$ cat src/dics_pkg.sv
`timescale 1ns / 1ps

package dics_pkg;

    // Field widths of one request and one result.
    localparam int IDX_W  = 6;
    localparam int VAL_W  = 32;
    localparam int WGT_W  = 16;
    localparam int FRAC_W = 32;
    localparam int CUM_W  = 22;
    localparam int TS_W   = 7;
    localparam int PROD_W = FRAC_W + CUM_W;

    localparam int MAX_ENTRIES_DEF = 64;

    // Each cell of the search chain holds this many table entries.
    localparam int CELL_ENTRIES = 8;
    localparam int CELL_SEL_W   = 3;

    localparam logic [CUM_W-1:0] CUM_MAX  = '1;
    localparam logic [TS_W-1:0]  TS_RESET = 7'd1;

    localparam logic REQ_LOAD   = 1'b0;
    localparam logic REQ_SAMPLE = 1'b1;

    localparam logic STATUS_MATCH    = 1'b0;
    localparam logic STATUS_NO_MATCH = 1'b1;

    typedef enum logic [2:0] {
        ST_IDLE,
        ST_FETCH,
        ST_FETCH_WAIT,
        ST_MULT,
        ST_LAUNCH,
        ST_SEARCH,
        ST_DONE
    } state_t;

    // Token that moves one cell down the chain per cycle. In a fetch pass,
    // cum picks up the cumulative weight of the last entry in use. In a
    // search pass, cum carries the cumulative weight of the entry just
    // before the receiving cell.
    typedef struct packed {
        logic              valid;
        logic              fetch;
        logic [CUM_W-1:0]  tgt_hi;
        logic              tgt_lo_zero;
        logic [CUM_W-1:0]  cum;
        logic              found;
        logic [VAL_W-1:0]  value;
        logic [IDX_W-1:0]  index;
    } dics_tok_t;

    // Table write broadcast to all cells.
    typedef struct packed {
        logic              en;
        logic [IDX_W-1:0]  idx;
        logic [VAL_W-1:0]  value;
        logic [CUM_W-1:0]  cum;
    } dics_wr_t;

endpackage

$ cat src/dics_ctrl.sv
`timescale 1ns / 1ps

module dics_ctrl
    import dics_pkg::*;
#(
    parameter int MAX_ENTRIES = MAX_ENTRIES_DEF,
    parameter int CNT_W       = 7
) (
    input  logic                     clk,
    input  logic                     rst_n,
    input  logic                     in_valid,
    output logic                     in_ready,
    input  logic                     req_type,
    input  logic [IDX_W-1:0]         entry_index,
    input  logic signed [VAL_W-1:0]  entry_value,
    input  logic [WGT_W-1:0]         entry_weight,
    input  logic [FRAC_W-1:0]        uniform_fraction,
    input  logic                     cfg_valid,
    output logic                     cfg_ready,
    input  logic [TS_W-1:0]          cfg_table_size,
    output logic                     out_valid,
    input  logic                     out_ready,
    output logic signed [VAL_W-1:0]  sample_value,
    output logic [IDX_W-1:0]         sample_index,
    output logic                     status,
    output dics_wr_t                 wr,
    output logic [CNT_W-1:0]         n_eff,
    output dics_tok_t                tok_in,
    input  dics_tok_t                tok_out
);

    localparam logic [CNT_W-1:0] MAX_N = CNT_W'(MAX_ENTRIES);

    state_t              state_reg;
    state_t              state_next;
    logic [TS_W-1:0]     table_size_reg;
    logic [CUM_W-1:0]    running_total_reg;
    logic [CUM_W-1:0]    running_total_next;
    logic [CUM_W-1:0]    total_reg;
    logic                stale_reg;
    logic [FRAC_W-1:0]   r_reg;
    logic [PROD_W-1:0]   target_reg;
    logic [VAL_W-1:0]    res_value_reg;
    logic [IDX_W-1:0]    res_index_reg;
    logic                res_status_reg;
    logic                out_valid_reg;
    logic [VAL_W-1:0]    out_value_reg;
    logic [IDX_W-1:0]    out_index_reg;
    logic                out_status_reg;

    logic                in_fire;
    logic                load_fire;
    logic                sample_fire;
    logic                cfg_fire;
    logic                idx_ok;
    logic [CNT_W-1:0]    ts_ext;
    logic [CUM_W:0]      sum_wide;
    logic                no_match;
    logic                out_load;

    assign ts_ext      = CNT_W'(table_size_reg);
    assign n_eff       = (ts_ext > MAX_N) ? MAX_N : ts_ext;
    assign in_fire     = in_valid && in_ready;
    assign load_fire   = in_fire && (req_type == REQ_LOAD);
    assign sample_fire = in_fire && (req_type == REQ_SAMPLE);
    assign cfg_ready   = 1'b1;
    assign cfg_fire    = cfg_valid && cfg_ready;
    assign idx_ok      = CNT_W'(entry_index) < MAX_N;
    assign no_match    = (r_reg == '0) || (total_reg == '0);
    assign out_load    = (state_reg == ST_DONE) && (!out_valid_reg || out_ready);

    // Entry zero restarts the running sum; the sum saturates.
    assign sum_wide = ((entry_index == '0) ? '0 : {1'b0, running_total_reg}) +
                      (CUM_W+1)'(entry_weight);
    assign running_total_next = (sum_wide > {1'b0, CUM_MAX}) ? CUM_MAX
                                                             : sum_wide[CUM_W-1:0];

    always_comb
    begin
        state_next = state_reg;
        unique case (state_reg)
            ST_IDLE:
            begin
                if (sample_fire)
                begin
                    if (n_eff == '0)
                        state_next = ST_DONE;
                    else if (stale_reg)
                        state_next = ST_FETCH;
                    else
                        state_next = ST_MULT;
                end
            end
            ST_FETCH:      state_next = ST_FETCH_WAIT;
            ST_FETCH_WAIT:
            begin
                if (tok_out.valid)
                    state_next = ST_MULT;
            end
            ST_MULT:       state_next = ST_LAUNCH;
            ST_LAUNCH:     state_next = no_match ? ST_DONE : ST_SEARCH;
            ST_SEARCH:
            begin
                if (tok_out.valid)
                    state_next = ST_DONE;
            end
            ST_DONE:
            begin
                if (out_load)
                    state_next = ST_IDLE;
            end
            default:       state_next = ST_IDLE;
        endcase
    end

    always_comb
    begin
        in_ready           = (state_reg == ST_IDLE);
        tok_in             = '0;
        tok_in.valid       = (state_reg == ST_FETCH) ||
                             ((state_reg == ST_LAUNCH) && !no_match);
        tok_in.fetch       = (state_reg == ST_FETCH);
        tok_in.tgt_hi      = target_reg[PROD_W-1:FRAC_W];
        tok_in.tgt_lo_zero = (target_reg[FRAC_W-1:0] == '0);
        wr.en              = load_fire && idx_ok;
        wr.idx             = entry_index;
        wr.value           = entry_value;
        wr.cum             = running_total_next;
    end

    always_ff @(posedge clk or negedge rst_n)
    begin
        if (!rst_n)
        begin
            state_reg         <= ST_IDLE;
            table_size_reg    <= TS_RESET;
            running_total_reg <= '0;
            total_reg         <= '0;
            stale_reg         <= 1'b1;
            out_valid_reg     <= 1'b0;
        end
        else
        begin
            state_reg <= state_next;
            if (cfg_fire)
            begin
                table_size_reg <= cfg_table_size;
                stale_reg      <= 1'b1;
            end
            else if ((state_reg == ST_FETCH_WAIT) && tok_out.valid)
            begin
                total_reg <= tok_out.cum;
                stale_reg <= 1'b0;
            end
            else if (load_fire && idx_ok)
            begin
                running_total_reg <= running_total_next;
                if ((n_eff != '0) && (CNT_W'(entry_index) == n_eff - CNT_W'(1)))
                    total_reg <= running_total_next;
            end
            if (out_load)
                out_valid_reg <= 1'b1;
            else if (out_ready)
                out_valid_reg <= 1'b0;
        end
    end

    always_ff @(posedge clk)
    begin
        if (sample_fire)
        begin
            r_reg          <= uniform_fraction;
            res_value_reg  <= '0;
            res_index_reg  <= '0;
            res_status_reg <= STATUS_NO_MATCH;
        end
        if (state_reg == ST_MULT)
            target_reg <= PROD_W'(r_reg) * PROD_W'(total_reg);
        if ((state_reg == ST_SEARCH) && tok_out.valid && tok_out.found)
        begin
            res_value_reg  <= tok_out.value;
            res_index_reg  <= tok_out.index;
            res_status_reg <= STATUS_MATCH;
        end
        if (out_load)
        begin
            out_value_reg  <= res_value_reg;
            out_index_reg  <= res_index_reg;
            out_status_reg <= res_status_reg;
        end
    end

    assign out_valid    = out_valid_reg;
    assign sample_value = $signed(out_value_reg);
    assign sample_index = out_index_reg;
    assign status       = out_status_reg;

endmodule

$ cat config.mk
export PLATFORM = sky130hd
export DESIGN_NAME = dics_ctrl
export DESIGN_NICKNAME = d
export VERILOG_FILES = /design/src/dics_pkg.sv /design/src/dics_ctrl.sv
export SDC_FILE = /design/constraint.sdc
export NUM_CORES = 2
export LEC_CHECK = 0
export ABC_AREA = 0
export BUFFER_PORTS_ARGS = -buffer_cell sky130_fd_sc_hd__buf_2
export CELL_PAD_IN_SITES_DETAIL_PLACEMENT = 1
export CELL_PAD_IN_SITES_GLOBAL_PLACEMENT = 1
export CORE_UTILIZATION = 51
export DETAILED_ROUTE_END_ITERATION = 12
export GPL_ROUTABILITY_DRIVEN = 0
export PLACE_DENSITY = 0.84
export SLEW_MARGIN = 0
export SYNTH_ARGS = -nofsm -noshare
export SYNTH_HDL_FRONTEND = slang
export SYNTH_SLANG_ARGS = --single-unit
$ cat constraint.sdc
create_clock -name clk -period 15.1 [get_ports clk]
set_clock_uncertainty 0.1 [all_clocks]
set_input_delay 1.51 -clock clk [delete_from_list [all_inputs] [get_ports clk]]
set_output_delay 1.51 -clock clk [all_outputs]
set_load 0.005 [all_outputs]
After elaboration in Yosys (flattened, before gate mapping) --
Index checks and enable logic that the tools add are counted.
Word-level totals: register bits 220, input bits 185, word-level logic and storage cells 84
Cells by class: add/sub/neg operators 2, multiply operators 1, magnitude comparators 2, equality and inequality tests 11, multiplexer cells 22, bitwise gates (word level) 3, reduce and logical (&&, ||, !) cells 29
Operators with widths (count):
- $mux 22 | 5
- $logic_not 32->1 | 2
- $mux 32 | 2
- $mul 32x22->54 | 1
- $add 22x16->23 | 1
- $gt 23x22->1 const B | 1
- $logic_not 22->1 | 1
- $pmux 3 s7 | 1
- $mux 3 | 5
- $mux 6 | 2
- $reduce_bool 2->1 | 5
- $eq 3x3->1 const B | 3
- $logic_and 1x1->1 | 9
- $eq 6x7->1 | 1
- $gt 7x7->1 const B | 1
- $logic_not 7->1 | 1
- $mux 7 | 1
- $reduce_bool 7->1 | 1
- $sub 7x1->7 const B | 1
- $eq 3x2->1 const B | 2
- $logic_not 6->1 | 1
- $ne 2x2->1 const B | 3
- $reduce_and 3->1 | 2
- $mux 1 | 4
- 8 further kinds | 14

Longest topological paths before layout --
depth in word-level cells 8, gate-level depth with buffers 26, mapped depth without buffers 25

Worst setup path after synthesis --
Ideal clock, no wire load.
kind reg-to-reg, from register r_reg[27], to register target_reg[48], data pin, setup time 0.260 ns, arrival 6.346 ns, required time 14.740 ns, slack 8.394 ns, cell stages (with the launch flop) 25, path buffers 2, period minus slack after synthesis 6.706 ns, cell sequence edfxtp_1 > clkbuf_1 > nand2_1 > fa_1 > inv_1 > fa_1 > inv_1 > fa_1 > inv_1 > fa_1 > fa_1 > fa_1 > inv_1 > fa_1 > inv_1 > ha_1 > clkbuf_1 > nand2_1 > or3_1 > o21a_1 > o21ai_0 > a41oi_2 > nor3_2 > o221a_1 > xor2_1
On the way: longest elaborated chain between the ends 1
Ends and longest elaborated chain:
- start, declared | RTL line dics_ctrl.sv:41 | logic [FRAC_W-1:0] r_reg;
- start signal, assigned | RTL line dics_ctrl.sv:172 | r_reg <= uniform_fraction;
- $mul 32x22->54 | RTL line dics_ctrl.sv:178 | target_reg <= PROD_W'(r_reg) * PROD_W'(total_reg);
- end signal, assigned | RTL line dics_ctrl.sv:178
- end, declared | RTL line dics_ctrl.sv:42 | logic [PROD_W-1:0] target_reg;
No other way between the ends. A chain may end at the register's enable or synchronous reset.

Worst setup path after layout --
from register r_reg[10], to register target_reg[48], data pin
Same word-level chain as after synthesis.

==> results.cfg <==
[drt]
wire_per_inst_um = 22.9
ant_nets = 0
wl_mm = 97.6
viasPerCell = 5.61
drt_iter0_markers = 1507
vias = 23900
drc = 0
drt-pass1-iter-count = 5

[clock_network]
cts_tree = yes
clk_pin_slew_ns = 0.06
htree_num_levels = 1
clock-sinks = 220
cts.path.max_buffers = 3
cts_hold_buf = 0
clk-insertion-delay-late_ns = 0.64
clock-root-buffer = clkbuf_16
numCtsBuffers = 28
cts_setup_buffers = 0
post_cts_resized = 0

[yosys]
syn_area_um2 = 32400
ys.flop_type = edfxtp_1
yosysWarnings = 0
synth.distinct_cells = 77
synth-async-reset-ratio_pct = 25.5
postSynthCellCount = 3318
avgSynthCellArea_um2 = 9.75
ys_seq_area_share_pct = 19.5
synth-seq-cells = 220
synth_edf_count = 163

[timing]
tns_ns = 0
setup_viol = 0
layout_min_cycle_time_ns = 8.58
fmax_ghz = 0.117
worst_pin_slew_ns = 1.32
max_slew_margin_pct = 12.2
drv_slew = 0
finalHoldViolCount = 0
rsz0062_at_grt = no
post-route-period-util_pct = 56.8

[die]
core_um2 = 62200
dieArea_um2 = 64500
placementRows = 91
die-height_um = 254
io_pins = 381
die_w_um = 254
initial_core_util_pct = 52.1

[finish]
drive_above_1_share_pct = 11.3
areaGrowthSynthToFinish_pct = 6.77
fillerInstances = 7081
layout.nets = 4359
largest_reg_flops = 54
layout.cells.non_filler = 4251

[setup_path]
endpoint_kind = flip-flop
crit_slowest_cell = edfxtp_1
path_class = reg -> reg
cp_cell_sequence = and2_1 -> fa_1 -> fa_1 -> inv_1 -> fa_1 -> inv_1 -> fa_1 -> fa_1 -> fa_1 -> inv_1 -> fa_1 -> inv_1 -> ha_1 -> a21oi_1 -> o21ai_0 -> a311o_1 -> nor3_1 -> nor2_1 -> a41oi_2 -> nor3_2 -> o221a_1 -> xor2_1
crit_top_cell = fa_1
crit_buf_inv = 4
cp_top_family = adder cells
worstPathArrival_ns = 8.85
cp.required_ns = 15.37
ff2ff_setup_slack_ns = 6.52
crit_path_start_kind = flip-flop
slowest_delay_ns = 1.23
path_max_fanout = 23

[placed_design]
hpwlAfterDp_mm = 73.2
numPortBuffers = 230
dp.cells = 4197

[global_routing]
antenna_found_initial = 8
grt_pass1_wl_mm = 151
grt_overflow = 0
grtUsageTotal_pct = 31.0
grt_pass1_vias = 27200
grt_max_degree = 57

[run]
cap_violations = 0

[run_status]
status = finished, final reports clean

[hold_path]
hp-class = reg -> reg
==> layout by cell type, fill, tap and decap left out, drive strengths merged, types with 4 or more instances in the layout <==
master and n:
a2111oi 4, a211oi 9, a21o 33, a21oi 86, a31oi 12, and2 353
and3 14, buf 279, bufinv 4, clkbuf 30, clkinv 14, conb 62
dfrtp 54, edfxtp 163, fa 598, ha 186, inv 586, mux2 24
nand2 476, nand2b 17, nand3 21, nand4 14, nor2 95, nor2b 15
nor3 19, nor4 22, o211ai 7, o21a 9, o21ai 66, o21bai 6
o31ai 5, or3 5, xnor2 48, xor2 24
==> layout make-up <==
class                           instances  area, um^2  area share, %
Sequential cell                       220        6330           18.3
Antenna cell                            2        5.00         0.0145
Timing Repair Buffer                  279        1520           4.40
Clock inverter                         22         246          0.713
Inverter                              584        2190           6.35
Tap cell                              837        1050           3.03
Multi-Input combinational cell       2277       22500           65.1
Clock buffer                           30         708           2.05
==> synthesized netlist by cell type, drive strengths merged (4+ instances only) <==
master / number / share of area [%]
and2: 353 / 6.8
and3: 14 / 0.27
fa: 598 / 37
nor4: 22 / 0.43
xnor2: 48 / 1.3
nor3: 19 / 0.36
a21oi: 86 / 1.4
clkbuf: 164 / 1.9
o31ai: 5 / 0.23
nand4: 14 / 0.27
nor2: 95 / 1.1
ha: 186 / 7.2
o21bai: 6 / 0.14
mux2: 24 / 0.84
buf: 133 / 3.0
o21ai: 66 / 1.0
inv: 584 / 6.8
nor2b: 15 / 0.29
nand2: 476 / 5.5
nand2b: 17 / 0.33
a211oi: 9 / 0.28
a21o: 33 / 0.77
o21a: 9 / 0.21
a31oi: 12 / 0.23
or3: 5 / 0.097
xor2: 24 / 0.65
dfrtp: 54 / 4.2
edfxtp: 163 / 15
a2111oi: 4 / 0.19
o211ai: 7 / 0.16
nand3: 21 / 0.32
==> metal layers <==
layer / part of all wire [%] / global-route usage, % / wire length, um / up-vias
met5: 0.092 / 0 / 90 / -
met4: 5.1 / 14.7 / 5020 / 14
met3: 6.4 / 4.62 / 6260 / 347
met2: 50 / 53.9 / 49300 / 928
met1: 38 / 37.9 / 36900 / 12500
li1: - / - / - / 10100
==> worst paths after layout <==
check	start	cells past startpoint	end
max in group asynchronous	rst_n	2	total_reg[7]
min in group asynchronous	rst_n	2	running_total_reg[10]
worst max register to register	r_reg[10]	22	target_reg[48]
worst min register to register	res_index_reg[0]	0	sample_index[0]
worst min-delay path	res_index_reg[0]	0	sample_index[0]
worst max-delay path	r_reg[10]	22	target_reg[48]
==> metrics by stage <==
step	cell area [um^2]	utilization [%]	worst slack (ns)	hold slack, ns
2_1_floorplan	32600	-	8.39	0.300
3_3_place_gp	33600	54.0	6.95	0.300
3_5_place_dp	33600	54.0	6.78	0.306
4_1_cts	34500	55.6	6.73	0.320
5_1_grt	34500	55.6	6.37	0.321
6_report	34500	55.6	6.52	0.319
==> cell families (layout without fill, tap and decap cells) <==
group / count (synthesis) / after routing / share of synthesized area [%]
mux: 27 / 27 / 0.928
other cells: 2 / 64 / 0.0232
fa+ha+maj: 784 / 784 / 44.2
flops: 220 / 220 / 19.5
simple gates: 1062 / 1062 / 16.1
compound gates: 270 / 270 / 5.61
xor+xnor: 72 / 72 / 1.95
buf+inv: 881 / 915 / 11.7
Power is not shown: default switching activity piles up to over one toggle a cycle in this logic, so the estimate is an artifact.
