`config.mk`:
```
export PLATFORM = sky130hd
export DESIGN_NAME = dics_cell
export DESIGN_NICKNAME = d
export VERILOG_FILES = /design/src/dics_pkg.sv /design/src/dics_cell.sv
export SDC_FILE = /design/constraint.sdc
export NUM_CORES = 1
export LEC_CHECK = 0
export ABC_AREA = 1
export BUFFER_PORTS_ARGS = -buffer_cell sky130_fd_sc_hd__buf_2
export CAP_MARGIN = 15
export CELL_PAD_IN_SITES_DETAIL_PLACEMENT = 2
export CELL_PAD_IN_SITES_GLOBAL_PLACEMENT = 2
export CORE_AREA = 8 8 335 207
export CTS_BUF_LIST = sky130_fd_sc_hd__clkbuf_4 sky130_fd_sc_hd__clkbuf_8 sky130_fd_sc_hd__clkbuf_16
export CTS_CLUSTER_DIAMETER = 50
export DETAILED_ROUTE_END_ITERATION = 12
export DIE_AREA = 0 0 343 215
export PLACE_DENSITY_LB_ADDON = 0.1
export SLEW_MARGIN = 20
export SYNTH_ARGS = -nofsm -noshare
export SYNTH_HDL_FRONTEND = slang
export SYNTH_SLANG_ARGS = --single-unit
```
`constraint.sdc`:
```
create_clock -name clk -period 4.65 [get_ports clk]
set_input_delay 0.2325 -clock clk [delete_from_list [all_inputs] [get_ports clk]]
set_output_delay 0.2325 -clock clk [all_outputs]
set_load 0.01 [all_outputs]
```
`src/dics_pkg.sv`:
```
`timescale 1ns / 1ps

package dics_pkg;

    // Field widths of one request and one result.
    localparam int IDX_W  = 6;
    localparam int VAL_W  = 32;
    localparam int WGT_W  = 16;
    localparam int FRAC_W = 32;
    localparam int CUM_W  = 22;
    localparam int TS_W   = 7;
    localparam int PROD_W = FRAC_W + CUM_W;

    localparam int MAX_ENTRIES_DEF = 64;

    // Each cell of the search chain holds this many table entries.
    localparam int CELL_ENTRIES = 8;
    localparam int CELL_SEL_W   = 3;

    localparam logic [CUM_W-1:0] CUM_MAX  = '1;
    localparam logic [TS_W-1:0]  TS_RESET = 7'd1;

    localparam logic REQ_LOAD   = 1'b0;
    localparam logic REQ_SAMPLE = 1'b1;

    localparam logic STATUS_MATCH    = 1'b0;
    localparam logic STATUS_NO_MATCH = 1'b1;

    typedef enum logic [2:0] {
        ST_IDLE,
        ST_FETCH,
        ST_FETCH_WAIT,
        ST_MULT,
        ST_LAUNCH,
        ST_SEARCH,
        ST_DONE
    } state_t;

    // Token that moves one cell down the chain per cycle. In a fetch pass,
    // cum picks up the cumulative weight of the last entry in use. In a
    // search pass, cum carries the cumulative weight of the entry just
    // before the receiving cell.
    typedef struct packed {
        logic              valid;
        logic              fetch;
        logic [CUM_W-1:0]  tgt_hi;
        logic              tgt_lo_zero;
        logic [CUM_W-1:0]  cum;
        logic              found;
        logic [VAL_W-1:0]  value;
        logic [IDX_W-1:0]  index;
    } dics_tok_t;

    // Table write broadcast to all cells.
    typedef struct packed {
        logic              en;
        logic [IDX_W-1:0]  idx;
        logic [VAL_W-1:0]  value;
        logic [CUM_W-1:0]  cum;
    } dics_wr_t;

endpackage

```
`src/dics_cell.sv`:
```
`timescale 1ns / 1ps

module dics_cell
    import dics_pkg::*;
#(
    parameter int CNT_W   = 7,
    parameter int CELL_ID = 0
) (
    input  logic              clk,
    input  logic              rst_n,
    input  dics_wr_t          wr,
    input  logic [CNT_W-1:0]  n_eff,
    input  dics_tok_t         tin,
    output dics_tok_t         tout
);

    localparam int BASE = CELL_ID * CELL_ENTRIES;

    logic [VAL_W-1:0] val_reg [CELL_ENTRIES];
    logic [CUM_W-1:0] cum_reg [CELL_ENTRIES];

    logic             valid_reg;
    logic             valid_next;
    dics_tok_t        pay_reg;
    dics_tok_t        pay_next;

    logic [CNT_W-1:0] wr_pos;
    logic             wr_here;
    logic [CNT_W-1:0] last_pos;
    logic             last_here;

    function automatic logic cum_ge(input logic [CUM_W-1:0] c,
                                    input logic [CUM_W-1:0] hi,
                                    input logic lo_zero);
        // c * 2^32 >= {hi, lo}, where lo_zero tells whether lo is zero.
        return (c > hi) || ((c == hi) && lo_zero);
    endfunction

    assign wr_pos    = CNT_W'(wr.idx);
    assign wr_here   = wr.en &&
                       (wr_pos[CNT_W-1:CELL_SEL_W] == (CNT_W-CELL_SEL_W)'(CELL_ID));
    assign last_pos  = n_eff - CNT_W'(1);
    assign last_here = (n_eff != '0) &&
                       (last_pos[CNT_W-1:CELL_SEL_W] == (CNT_W-CELL_SEL_W)'(CELL_ID));

    always_ff @(posedge clk)
    begin
        if (wr_here)
        begin
            val_reg[wr.idx[CELL_SEL_W-1:0]] <= wr.value;
            cum_reg[wr.idx[CELL_SEL_W-1:0]] <= wr.cum;
        end
    end

    always_comb
    begin
        logic [CUM_W-1:0] prev;
        logic             active;
        logic             hit;
        pay_next = tin;
        prev     = tin.cum;
        active   = 1'b0;
        hit      = 1'b0;
        if (tin.fetch)
        begin
            if (last_here)
            begin
                pay_next.cum = cum_reg[last_pos[CELL_SEL_W-1:0]];
            end
        end
        else
        begin
            // First entry in cell order whose sum reaches the target while the
            // sum before it does not.
            for (int j = 0; j < CELL_ENTRIES; j++)
            begin
                active = (CNT_W'(BASE) + CNT_W'(j)) < n_eff;
                hit    = active && cum_ge(cum_reg[j], tin.tgt_hi, tin.tgt_lo_zero) &&
                         !cum_ge(prev, tin.tgt_hi, tin.tgt_lo_zero);
                if (hit && !pay_next.found)
                begin
                    pay_next.found = 1'b1;
                    pay_next.value = val_reg[j];
                    pay_next.index = IDX_W'(BASE + j);
                end
                prev = cum_reg[j];
            end
            pay_next.cum = cum_reg[CELL_ENTRIES-1];
        end
    end

    assign valid_next = tin.valid;

    always_ff @(posedge clk or negedge rst_n)
    begin
        if (!rst_n)
        begin
            valid_reg <= 1'b0;
        end
        else
        begin
            valid_reg <= valid_next;
        end
    end

    always_ff @(posedge clk)
    begin
        pay_reg <= pay_next;
    end

    always_comb
    begin
        tout       = pay_reg;
        tout.valid = valid_reg;
    end

endmodule

```
* Yosys cells after proc, flatten, opt, wreduce, memory -nomap -nowiden
Memories as Yosys holds them, arrays and structs flattened. Index checks and enable logic that the tools add are counted. W data, S select, Z words.
Operators by class: order comparisons 17, multiplexer cells 20, equality and inequality tests 9, add/sub/neg operators 1, reductions and logical operators 63
Operator list (number):
- $mux W39 | 16
- $eq A22 B22 Y1 | 9
- $gt A22 B22 Y1 | 9
- $mux W22 | 2
- $logic_and A1 B1 Y1 | 35
- $lt A3 B7 Y1 const A | 4
- $logic_not A1 Y1 | 16
- $lt A1 B7 Y1 const A | 2
- $lt A2 B7 Y1 const A | 2
- $logic_or A1 B1 Y1 | 9
- $logic_not A4 Y1 | 2
- $reduce_bool A7 Y1 | 1
- $sub A7 B1 Y7 const B | 1
- $mux W1 | 2
Word-level totals: register bits 86, logic and storage cells 120, memory bits (writable) 432, memories kept 2
Memories:
- val_reg | depth 8, bits a word 32, rd ports 8, clocked after memory_dff 0, wr ports 1, RTL line dics_cell.sv:19 | logic [VAL_W-1:0] val_reg [CELL_ENTRIES];
- cum_reg | depth 8, bits a word 22, rd ports 9, clocked after memory_dff 0, wr ports 1, RTL line dics_cell.sv:20 | logic [CUM_W-1:0] cum_reg [CELL_ENTRIES];

* Depth between registers and ports, before layout
Gate-level depths: netlist (run 1). An unclocked memory read counts as a cell.
depth after elaboration 37, depth in mapped cells 28, mapped depth without buffers 26

* Worst setup path after synthesis (run 1)
Ideal clock, no wire load.
path type input-to-reg, start point in wr[58] (netlist name), end point mem cum_reg[0][0], enable pin, stages on the path 3, data arrival time 4394 ps, setup slack -277 ps, library setup time 533 ps, data required time 4117 ps, cells stage by stage nor4_1 -> nand2_1 -> nor3_1
On the way: cells in the longest elaborated chain, start to end 4
RTL lines:
- start, declared | RTL line dics_cell.sv:11 | input dics_wr_t wr,
- $logic_not A4 Y1 | RTL line dics_cell.sv:41 | (wr_pos[CNT_W-1:CELL_SEL_W] == (CNT_W-CELL_SEL_W)'(CELL_ID));
- $logic_and A1 B1 Y1 | RTL line dics_cell.sv:40 | assign wr_here = wr.en &&
- $mux W1 | RTL line dics_cell.sv:48 | if (wr_here)
- $mux W1 (not written as such) | RTL line dics_cell.sv:51 | cum_reg[wr.idx[CELL_SEL_W-1:0]] <= wr.cum;
- end, declared | RTL line dics_cell.sv:20
Every way passes these cells.

==> results of run 1 <==
## cells in the final DEF, fill, tap and decap left out, types with 42 or more instances in the layout
cell type      synthesis  routed
nor2_1               272     264
edfxtp_1             432     432
buf_2                 22     240
ha_1                 200     199
nand2_1              760     760
o22ai_1               44      44
o21ai_0              168     168
buf_4                 13      42
a21oi_1              104     104
clkbuf_16              0      54
dfxtp_1               85      85
inv_1                266     265
dlygate4sd3_1          0     139
nand3_1              146     145
## logic make-up (layout without fill, tap and decap cells)
family / Yosys count / count (layout) / share of synthesized area, %
AND/OR/NAND/NOR: 1263 / 1263 / 19.9
XOR/XNOR: 2 / 2 / 0.0671
multiplexers: 22 / 22 / 0.949
buffers and inverters: 375 / 800 / 5.80
flip-flops: 518 / 518 / 56.3
adder cells (fa/ha/maj): 200 / 200 / 9.59
AO/OA/AOI/OAI: 364 / 364 / 7.38
## where the power goes
part           switching, W  internal (W)  leakage [nW]
Clock               0.00200       0.00235         0.872
Combinational       0.00102      0.000506          8.22
Sequential        0.0000421       0.00512          4.61
Total               0.00306       0.00798          13.7
## final cells by class
type / instances / area (µm²) / share of cell area (%)
clock buffer: 77 / 1560 / 4.95
clock inverter: 23 / 149 / 0.472
inverter: 273 / 1020 / 3.25
multi-input combinational: 1851 / 9980 / 31.7
sequential: 518 / 14700 / 46.6
tap: 862 / 1080 / 3.42
timing repair buffer: 427 / 3030 / 9.61
## per-stage QoR
stage               power (W)  worst slack (ns)  hold slack (ns)
finish                 0.0110             0.256           0.0501
global route           0.0114            0.0820           0.0565
CTS                    0.0110             0.395           0.0356
detailed placement    0.00663             0.357           0.0102
global placement      0.00654             0.457          0.00668
floorplan             0.00598              1.19          -0.0631
## critical path, stage by stage
cell	delay, ns
dlygate4sd3_1	0.53
buf_2	0.13
inv_1	0.45
ha_1	0.37
nand2_1	0.12
nor2_4	0.05
nand2_1	0.06
nand3_1	0.06
nor2_1	0.50
nand3_1	0.21
a21oi_1	0.20
nand3_2	0.57
buf_4	0.43
nand2_1	0.14
nand3_1	0.09
nand3_1	0.11
nand2_1	0.06
nand2_1	0.06
nand2_1	0.06
nand2_1	0.06
nand2_1	0.05
nand2_1	0.05
nand2_1	0.05
nand2_1	0.12
nand2_1	0.10
## worst max path at each step
stage / from / end / slack [ns] / depth (start not counted)
floorplan: wr[58] / cum_reg[2][0]$_DFFE_PP_ / 1.19 / 3
finish: tin[81] / tout[7]$_DFF_P_ / 0.26 / 25
global placement: tin[77] / tout[7]$_DFF_P_ / 0.46 / 22
global route: tin[81] / tout[7]$_DFF_P_ / 0.08 / 25
detailed placement: tin[81] / tout[7]$_DFF_P_ / 0.36 / 24
CTS: tin[81] / tout[7]$_DFF_P_ / 0.39 / 25
## per-layer routing
| layer | vias up | share of wire [%] | GRT usage (%) |
|---|---|---|---|
| met4 | 6 | 1.7 | 6.00 |
| met5 | - | 0.036 | 0 |
| met3 | 134 | 7.7 | 5.81 |
| met2 | 809 | 44 | 45.3 |
| met1 | 11667 | 46 | 41.7 |
| li1 | 10028 | - | - |
## what timing repair did
item / in CTS / in global routing
endpoints found under the hold margin: 516 / 0
setup endpoints to repair: 0 / 0
hold buffers: 139 / 0
gates resized for setup: 0 / 0
buffers inserted: 0 / 0
==> results.toml, run 1 <==
[run_status]
outcome = "finished clean"

[place]
routabilityCongestion = 0.875
placed_cell_area_mm2 = 0.0284
dp_cells = 3792
portBuffers = 241
dpl.hpwl_um = 72100

[clocking]
cts.sinks = 518
cts_tree = "built"
path_clk_slew_ns = 0.07
clk_latency_ns = 0.63
cts_buffers = 53
clock-root-buffer = "clkbuf_16"
h-tree-depth = 2
ctsLongestPathBuffers = 3

[yosys]
synth_common_cells = "nand2_1, edfxtp_1, nor2_1"
yosysTopAreaCell = "edfxtp_1"
synth_top_area_share_pct = 49.7
syn_inst = 2744
synthDistinctLibCells = 42
synth_edf_count = 432
ys_warn_count = 0
avgSynthCellArea_um2 = 9.51
synth_ff_type = "edfxtp_1"
yosysSeqAreaShare_pct = 56.3
syn_area_mm2 = 0.0261
synth_most_common_cell = "nand2_1"
syn_nets = 3100
synth-seq-cells = 518
synth_area_leaders = "edfxtp_1, nand2_1, ha_1"
ys_async_sr_fraction_pct = 0.193

[pwr]
leakage_nw = 13.7
peakVddDrop_v = 0.000245
power.density_mw_per_mm2 = 350

[worst_setup_path]
crit_required_ns = 5.16
arrival_ns = 4.90
endpoint_kind = "flip-flop"
cp_max_fo = 18
regToRegSetupSlack_ns = 0.70
cp-start-kind = "input pin"
r2r_start = "cum_reg[6][19]$_DFFE_PP_"
worstSetupPathType = "in -> reg"
rr_worst_depth = 20
r2r_end = "tout[18]$_DFF_P_"

[timing]
period_minus_slack_ns = 4.39
finalHoldViolCount = 0
maxSlewViolCount = 0
fmax_mhz = 228
period_share_pct = 94.5
setup_viol = 0
finalClockSkew_ns = 0.0182
setup_tns_ns = 0
worst_slew_pin_slew_ns = 1.16
rsz0062_at_grt = "false"
relSlewSlack_pct = 22.7

[hold_path]
hold_start = "tin[41]"
min_path_type = "in -> reg"
min_path_cells = 3
min_to = "tout[41]$_DFF_P_"

[route]
drt-pass1-iter-count = 5
routed_via_density = 5.62
routed_wl_um = 110000
detail-route-antenna-nets = 0
post_drt_wl_per_cell_um = 27.2
drt_iter0_markers = 1855
drc = 0
vias = 22644

[grt]
grt_pass1_wl_um = 162000
antenna_found_initial = 5
grt_max_degree = 70
grt_util_all_layers_pct = 29.0
grt_pass1_vias = 25149
overflow = 0

[final_layout]
drive_gt1_share_pct = 14.0
syn_to_final_growth_pct = 20.8
nFillCells = 6835
fin_nets = 3480
largest_reg_flops = 256
finalNonFillerCells = 4031
num_antenna_cells = 0
utilization_pct = 48.6
postLayoutCellArea_mm2 = 0.0315

[floorplanning]
boundaryPins = 242
initial_core_util_pct = 40.2
rows = 73
core-area_mm2 = 0.0648
die_area_mm2 = 0.0737
die_w_um = 343
fp.dieH_um = 215

[flow_run]
maxCapViolations = 0
(Power assumes the default switching activity.)
==> run 2: changes to the inputs <==
- PLACE_DENSITY: unset -> 0.88
- PLACE_DENSITY_LB_ADDON: 0.1 -> unset
==> run 2 against run 1 <==
Core utilization is 0.33 points higher; via count is 5.6% higher; sequential share of layout area is 0.32 points lower; critical path depth is 1 higher; sequential cell count stayed put; final cell count is 0.25% higher; combinational power is 6% higher; final area is 0.68% higher; register-to-register slack worse by 0.36 ns; critical endpoint is now tout[23]$_DFF_P_.
==> results.toml, run 2 (synthesized netlist as in run 1, its figures left out) <==
[run_status]
outcome = "finished clean"

[timing]
worst_slew_pin_slew_ns = 1.24
period_minus_slack_ns = 4.50
period_share_pct = 96.8
rsz0062_at_grt = "false"
finalHoldViolCount = 0
fmax_mhz = 222
maxSlewViolCount = 0
finalClockSkew_ns = 0.0458
setup_viol = 0
relSlewSlack_pct = 17.4
setup_tns_ns = 0

[route]
routed_wl_um = 125000
routed_via_density = 5.92
drt_iter0_markers = 2444
post_drt_wl_per_cell_um = 30.8
drt-pass1-iter-count = 5
vias = 23905
detail-route-antenna-nets = 0
drc = 0

[pwr]
p_clk_share_pct = 41.3
combPwrFrac_pct = 14.0
p_int_w = 0.00826
pwr-share-seq_pct = 44.7
swShare_pct = 28.4
leakage_nw = 13.8
power.density_mw_per_mm2 = 364
p_sw_w = 0.00328
peakVddDrop_v = 0.000267

[worst_setup_path]
cpMostUsedCell = "nand2_1"
critPathSlowestCell = "dlygate4sd3_1"
path_buf_inv = 8
cp_max_fo = 56
crit_family = "simple AND/OR/NAND/NOR gates"
arrival_ns = 5.02
endpoint_kind = "flip-flop"
worstSetupPathType = "in -> reg"
crit_required_ns = 5.17
cp_slowest_stage_delay_ns = 0.53
cp-start-kind = "input pin"

[place]
dpl.hpwl_um = 75700
routabilityCongestion = 0.906
dp_cells = 3799
portBuffers = 241
placed_cell_area_mm2 = 0.0285

[floorplanning]
rows = 73
initial_core_util_pct = 40.2
die_w_um = 343
boundaryPins = 242
die_area_mm2 = 0.0737
fp.dieH_um = 215
core-area_mm2 = 0.0648

[final_layout]
postLayoutCellArea_mm2 = 0.0317
mostFrequentLayoutCell = "nand2_1"
largest_reg_flops = 256
utilization_pct = 48.9
fin_nets = 3485
finalNonFillerCells = 4041
nFillCells = 6775
drive_gt1_share_pct = 14.4
mostFrequentLayoutCells = "nand2_1, edfxtp_1, inv_1"
syn_to_final_growth_pct = 21.6

[clocking]
cts_setup_buffers = 0
clk_latency_ns = 0.66
h-tree-depth = 2
ctsLongestPathBuffers = 3
clock-root-buffer = "clkbuf_16"
cts.sinks = 518
cts_tree = "built"
cts_buffers = 54
path_clk_slew_ns = 0.07

[grt]
grt_util_all_layers_pct = 32.9
overflow = 0
grt_pass1_vias = 26963
grt_max_degree = 64
antenna_found_initial = 7
grt_pass1_wl_um = 182000

[flow_run]
maxCapViolations = 0

[hold_path]
min_path_type = "in -> reg"
## run 2: changes by cell type in the layout (fill, tap and decap cells not counted), sizes merged
cell | before | now
dlygate4sd3 | 139 | 136
clkinvlp | 1 | 0
inv | 274 | 272
diode | 0 | 4
clkbuf | 77 | 84
clkinv | 21 | 16
buf | 288 | 295
bufinv | 0 | 3
## run 2: power groups by stage
| stage | Clock [W] | Sequential (W) | Combinational [W] |
|---|---|---|---|
| 2_1_floorplan | 0 | 0.00528 | 0.000702 |
| 5_1_grt | 0.00491 | 0.00517 | 0.00172 |
| 3_5_place_dp | 0 | 0.00525 | 0.00139 |
| 3_3_place_gp | 0 | 0.00525 | 0.00127 |
| 4_1_cts | 0.00468 | 0.00516 | 0.00152 |
| 6_report | 0.00477 | 0.00516 | 0.00162 |
## run 2: per-layer routing
| metal | share of wire [%] | vias to the layer above | track usage [%] |
|---|---|---|---|
| met2 | 47 | 1349 | 54.0 |
| li1 | - | 10029 | - |
| met5 | 0.036 | - | 0 |
| met1 | 40 | 12167 | 42.0 |
| met4 | 4.0 | 8 | 13.2 |
| met3 | 9.5 | 352 | 7.44 |
## run 2: final timing paths
check	start	end	slack (ns)	cells past startpoint
worst max-delay path	tin[74]	tout[23]$_DFF_P_	0.15	26
worst min-delay path	tin[56]	tout[56]$_DFF_P_	0.03	3
worst max register to register	cum_reg[1][13]$_DFFE_PP_	tout[23]$_DFF_P_	0.34	20
worst min register to register	val_reg[7][5]$_DFFE_PP_	tout[11]$_DFF_P_	0.58	4
max in group asynchronous	rst_n	valid_reg$_DFF_PN0_	4.08	3
min in group asynchronous	rst_n	valid_reg$_DFF_PN0_	0.46	3
## run 2: worst min-delay path, delay by kind of cell
kind            cells  cell delay (ns)
buf+inv             1             0.10
compound gates      2             0.26
## run 2: layout make-up
class	count	area [µm²]	share of cell area, %
clock inverters	18	191	0.603
inverters	273	1030	3.24
flip-flops and latches	518	14700	46.3
multi-input cells	1851	9990	31.5
well taps	862	1080	3.40
clock buffers	84	1660	5.22
repair buffers	431	3090	9.73
diodes	4	10.0	0.0315
## run 2: per-stage QoR
step	hold WS (ns)	setup WS [ns]	power [W]
finish	0.0306	0.149	0.0115
global route	0.0757	0.0641	0.0118
CTS	0.0226	0.0106	0.0114
detailed placement	0.0115	-0.0407	0.00664
global placement	0.00650	0.278	0.00652
floorplan	-0.0631	1.19	0.00598
## run 2: what timing repair did
item	4_1_cts	5_1_grt
setup endpoints to repair	0	30
gates resized for setup	0	3
hold buffers	136	0
endpoints found under the hold margin	513	0
